File: src/hdl/rapq_pkg.sv
// shared types, opcodes and control structs for the range add / point query tree
`timescale 1ns / 1ps

package rapq_pkg;

   // field widths of the request and response beats
   localparam int OP_W   = 2;
   localparam int POS_W  = 10;
   localparam int DATA_W = 32;

   // default number of leaf positions
   localparam int LEAVES_DEFAULT = 1024;

   // opcodes
   localparam logic [OP_W-1:0] OP_ADD    = 2'd0;
   localparam logic [OP_W-1:0] OP_QUERY  = 2'd1;
   localparam logic [OP_W-1:0] OP_SEARCH = 2'd2;

   typedef struct packed {
      logic [OP_W-1:0]          opcode;
      logic [POS_W-1:0]         left;
      logic [POS_W-1:0]         right;
      logic signed [DATA_W-1:0] amount;
   } req_type;

   typedef struct packed {
      logic signed [DATA_W-1:0] point_value;
      logic                     found;
      logic [POS_W-1:0]         found_position;
   } rsp_type;

   // commands from the controller to the datapath
   typedef struct packed {
      logic clr_run;
      logic req_load;
      logic add_init;
      logic rd_lo;
      logic wr_lo;
      logic rd_hi;
      logic wr_hi;
      logic add_step;
      logic acc_clear;
      logic walk_left;
      logic walk_mid;
      logic walk_lo;
      logic walk_run;
      logic srch_init;
      logic srch_decide;
      logic rsp_load;
   } cmd_type;

   // status from the datapath to the controller
   typedef struct packed {
      logic [OP_W-1:0] opcode;
      logic            clr_done;
      logic            add_empty;
      logic            add_more;
      logic            lo_odd;
      logic            hi_even;
      logic            query_oob;
      logic            srch_more;
      logic            walk_done;
      logic            rsp_free;
   } sts_type;

endpackage

File: src/hdl/rapq_ctrl.sv
// controller state machine: sequences clearing, range add, point walks and search
`timescale 1ns / 1ps

module rapq_ctrl (
   input  logic              clock,
   input  logic              reset,
   input  logic              req_valid,
   output logic              req_ready,
   input  rapq_pkg::sts_type sts,
   output rapq_pkg::cmd_type cmd
);

   import rapq_pkg::*;

   localparam logic [3:0] S_CLEAR       = 4'd0;
   localparam logic [3:0] S_IDLE        = 4'd1;
   localparam logic [3:0] S_DISPATCH    = 4'd2;
   localparam logic [3:0] S_ADD_LOOP    = 4'd3;
   localparam logic [3:0] S_ADD_LO_WR   = 4'd4;
   localparam logic [3:0] S_ADD_HI      = 4'd5;
   localparam logic [3:0] S_ADD_HI_WR   = 4'd6;
   localparam logic [3:0] S_WALK        = 4'd7;
   localparam logic [3:0] S_SRCH_STEP   = 4'd8;
   localparam logic [3:0] S_SRCH_DECIDE = 4'd9;
   localparam logic [3:0] S_DONE        = 4'd10;

   logic [3:0] state_ff, state_in;
   logic       final_ff, final_in;

   assign req_ready = (state_ff == S_IDLE);

   // next state and commands
   always_comb begin
      state_in = state_ff;
      final_in = final_ff;
      cmd      = '0;
      case (state_ff)
         S_CLEAR: begin
            cmd.clr_run = 1'b1;
            if (sts.clr_done) begin
               state_in = S_IDLE;
            end
         end
         S_IDLE: begin
            if (req_valid) begin
               cmd.req_load = 1'b1;
               final_in     = 1'b0;
               state_in     = S_DISPATCH;
            end
         end
         S_DISPATCH: begin
            case (sts.opcode)
               OP_ADD: begin
                  cmd.add_init = 1'b1;
                  state_in     = sts.add_empty ? S_DONE : S_ADD_LOOP;
               end
               OP_QUERY: begin
                  cmd.acc_clear = 1'b1;
                  if (sts.query_oob) begin
                     state_in = S_DONE;
                  end else begin
                     cmd.walk_left = 1'b1;
                     state_in      = S_WALK;
                  end
               end
               OP_SEARCH: begin
                  cmd.srch_init = 1'b1;
                  state_in      = S_SRCH_STEP;
               end
               default: begin
                  state_in = S_DONE;
               end
            endcase
         end
         S_ADD_LOOP: begin
            if (!sts.add_more) begin
               state_in = S_DONE;
            end else if (sts.lo_odd) begin
               cmd.rd_lo = 1'b1;
               state_in  = S_ADD_LO_WR;
            end else begin
               state_in = S_ADD_HI;
            end
         end
         S_ADD_LO_WR: begin
            cmd.wr_lo = 1'b1;
            state_in  = S_ADD_HI;
         end
         S_ADD_HI: begin
            if (sts.hi_even) begin
               cmd.rd_hi = 1'b1;
               state_in  = S_ADD_HI_WR;
            end else begin
               cmd.add_step = 1'b1;
               state_in     = S_ADD_LOOP;
            end
         end
         S_ADD_HI_WR: begin
            cmd.wr_hi    = 1'b1;
            cmd.add_step = 1'b1;
            state_in     = S_ADD_LOOP;
         end
         S_WALK: begin
            cmd.walk_run = 1'b1;
            if (sts.walk_done) begin
               if ((sts.opcode == OP_QUERY) || final_ff) begin
                  state_in = S_DONE;
               end else begin
                  state_in = S_SRCH_DECIDE;
               end
            end
         end
         S_SRCH_STEP: begin
            if (sts.srch_more) begin
               cmd.walk_mid = 1'b1;
            end else begin
               cmd.walk_lo = 1'b1;
               final_in    = 1'b1;
            end
            state_in = S_WALK;
         end
         S_SRCH_DECIDE: begin
            cmd.srch_decide = 1'b1;
            state_in        = S_SRCH_STEP;
         end
         S_DONE: begin
            if (sts.rsp_free) begin
               cmd.rsp_load = 1'b1;
               state_in     = S_IDLE;
            end
         end
         default: begin
            state_in = S_IDLE;
         end
      endcase
   end

   // state registers
   always_ff @(posedge clock) begin
      if (reset) begin
         state_ff <= S_CLEAR;
         final_ff <= 1'b0;
      end else begin
         state_ff <= state_in;
         final_ff <= final_in;
      end
   end

endmodule

File: config.mk
export PLATFORM = sky130hd
export DESIGN_NAME = rapq_ctrl
export DESIGN_NICKNAME = d
export VERILOG_FILES = /design/src/hdl/rapq_pkg.sv /design/src/hdl/rapq_ctrl.sv
export SDC_FILE = /design/constraint.sdc
export NUM_CORES = 1
export LEC_CHECK = 0
export BUFFER_PORTS_ARGS = -buffer_cell sky130_fd_sc_hd__buf_2
export CORE_MARGIN = 2
export CORE_UTILIZATION = 25
export DETAILED_ROUTE_END_ITERATION = 6
export GPL_ROUTABILITY_DRIVEN = 0
export SYNTH_ARGS = -nofsm -noshare
export SYNTH_HDL_FRONTEND = slang
export SYNTH_SLANG_ARGS = --single-unit
File: constraint.sdc
create_clock -name clock -period 1.9 [get_ports clock]
set_clock_uncertainty 0.05 [all_clocks]
set_input_delay 0.19 -clock clock [delete_from_list [all_inputs] [get_ports clock]]
set_output_delay 0.19 -clock clock [all_outputs]
set_load 0.005 [all_outputs]
==> reports/qor.txt <==
Initial antenna violation count = 0
Slew @ Worst Pin = 386.7 ps
Kind of critical path = reg2out
Slowest-stage cell, CP = or4b_4
Crit path cell chain = or4b_4, nor3_2, buf_2
Largest net degree at the start of global routing = 14
Reg2Reg Setup Slack = 270 ps
Area growth syn-to-layout = 35.99%
Post-layout nets = 133
DRT Wirelength = 1.840 mm
Reg-to-Reg End = state_ff[0]
Synth Flop Type = dfxtp_1
Post-synthesis net count = 100
Via count = 736
Hold WS = 125.1 ps
Synth Cell Area = 580.6 um2
Detailed Place HPWL = 1.506 mm
Critical path launch point = state_ff[2]
Reg2reg start = state_ff[3]
Crit-path max cell delay = 600 ps
Die Wd = 52.19 um
Async SR Flop Fraction = 0
EDFF count, synth = 0
Peak VDD IR = 0.0002847 V
Final Critical Period = 1803 ps
First-pass GRT wire length = 2.808 mm
Setup violations, final = 0
Clk root buf = clkbuf_4
I/O pins = 31
FP Rows = 17
Drt drc = 0
Initial core utilization = 0.2624
Share of the synthesized area in the top cell type = 0.1724
Iteration-0 DRC count of the detailed router = 24
Worst EP required = 1660 ps
Layout Cells excl Fill = 146
IO Port Bufs = 30
Worst Setup End Kind = primary output
Core box area = 0.002212 mm2
RSZ-0062 raised after global routing = false
Total CTS buffers = 3
Post-Syn Instances = 86
CTS tree = built
Post-CTS Hold Fix Bufs = 0
Die height = 52.19 um
Leak pwr = 0.3661 nW
Initial DRT Pass Iterations = 4
Class of the worst hold path = in2reg
Unique masters post-synth = 36
Worst Path Max Fanout = 13
Worst skew pair latency = 250 ps
Vias in the first global route = 638
Dpl cells = 142
Via density = 5.041
Clock transition at the registers of the reported paths = 50 ps
Count of final hold-check violations = 0
Worst EP arrival = 1560 ps
Total GRT Usage = 0.1416
Filler cells = 257
Worst setup SP type = register
CTS sink count = 5
Worst slew margin = 0.7355
Max-slew violations = 0
Ys Warns = 0
Layout cell share with drive strength beyond 1 = 0.3729
Status = complete, no violations
Inserted Diodes = 0
Clk buf depth = 2
Avg Inst Size Synth = 6.751 um2
Fin crit share = 0.9492
DR WL/cell = 12.60 um
Fmax = 0.5545 GHz
Max Cap Violations = 0
Die area = 0.002724 mm2
Total power = 351.1 uW
H-tree levels = 1
Worst setup path endpoint = cmd[6]
Synth area leaders = dfxtp_1, nor3_1, nor2_1
Register-to-Register Path Depth = 4
Final ANT Viol Nets = 0
FF+latch count, synth = 5
PwrDens = 444.6 mW/mm2
Post-CTS Setup Inserts = 0
Grt ovf = 0
TNS Setup = 0 ps
Seq/Total Area, Yosys = 0.1724
Dominant cell type by area after synthesis = dfxtp_1
[routing by layer]
| layer | track usage | routed length, um | up-vias | part of all wire |
|---|---|---|---|---|
| met2 | 0.2131 | 848 | 39 | 0.46 |
| met1 | 0.1882 | 785 | 318 | 0.43 |
| li1 | - | - | 379 | - |
| met4 | 0.03846 | 0 | 0 | 0 |
| met5 | 0 | 0 | - | 0 |
| met3 | 0.05429 | 206 | 0 | 0.11 |
[cells in the mapped netlist, types with 2 or more instances]
library cell  count
nor3_1           10
nand2b_1          4
a21oi_1           5
nor4_1            2
nor2b_1           4
inv_1             5
nand2_1           6
dfxtp_1           5
nor3_2            2
o2bb2ai_1         2
buf_2             4
a211oi_1          2
nor2_1           12
[layout by cell type (no fill, tap or decap), drive strengths merged, types with 2 or more instances in the layout]
cell type / count
o21ai: 2
nor3: 12
nand2: 6
dfxtp: 5
a211oi: 2
nor4: 2
a21oi: 6
clkbuf: 3
nor2b: 4
buf: 33
nand2b: 4
nor2: 12
o2bb2ai: 2
inv: 5
[kinds of logic (layout without fill, tap and decap cells)]
| group | Yosys count | count (layout) | synth area share |
|---|---|---|---|
| AND/OR/NAND/NOR | 50 | 50 | 0.4871 |
| AO/OA/AOI/OAI | 20 | 20 | 0.2435 |
| buffers and inverters | 10 | 42 | 0.07975 |
| flip-flops | 5 | 5 | 0.1724 |
| multiplexers | 1 | 1 | 0.01724 |
[how the worst min path moves through the flow]
stage	from	to	slack [ps]	cells after the start
2_1_floorplan	reset	state_ff[3]	210	1
3_3_place_gp	reset	state_ff[3]	380	2
3_5_place_dp	reset	state_ff[3]	390	2
4_1_cts	reset	state_ff[3]	120	2
5_1_grt	reset	state_ff[2]	110	2
6_report	reset	state_ff[3]	130	2
[through the flow]
stage,setup WS [ps],instance area (um2),utilization
after detailed placement,331.3,760.7,0.3439
final,96.50,789.5,0.3569
after floorplan,543.1,580.6,-
after CTS,66.33,788.3,0.3563
after global routing,3.997,789.5,0.3569
after global placement,323.8,760.7,0.3439
[cell type report]
cell class / count / area (um2) / area share
clock buffer: 3 / 22.52 / 0.02853
clock inverter: 1 / 5.005 / 0.006339
inverter: 5 / 18.77 / 0.02377
multi-input combinational: 71 / 434.2 / 0.5499
sequential: 5 / 101.3 / 0.1284
tap: 28 / 35.03 / 0.04437
timing repair buffer: 33 / 172.7 / 0.2187
[flip-flops by register name, indices dropped and copies added (netlist names)]
signal,count
final_ff,1
state_ff,4
[power by group]
group,total [mW],internal [mW],switching (mW)
registers,0.119,0.109,0.0101
logic,0.104,0.0483,0.0553
clock network,0.128,0.0766,0.0514
total,0.351,0.234,0.117
[what timing repair did]
action	4_1_cts	5_1_grt
hold endpoints to repair	0	0
endpoints found under the setup margin	0	3
gates resized for setup	0	2
[worst max-delay path, delay by kind of cell, from the launching register on]
kind          cells  cell delay [ps]
simple gates      2              760
flops             1              410
buf+inv           1              140
Power figures use the tool's default switching activity.
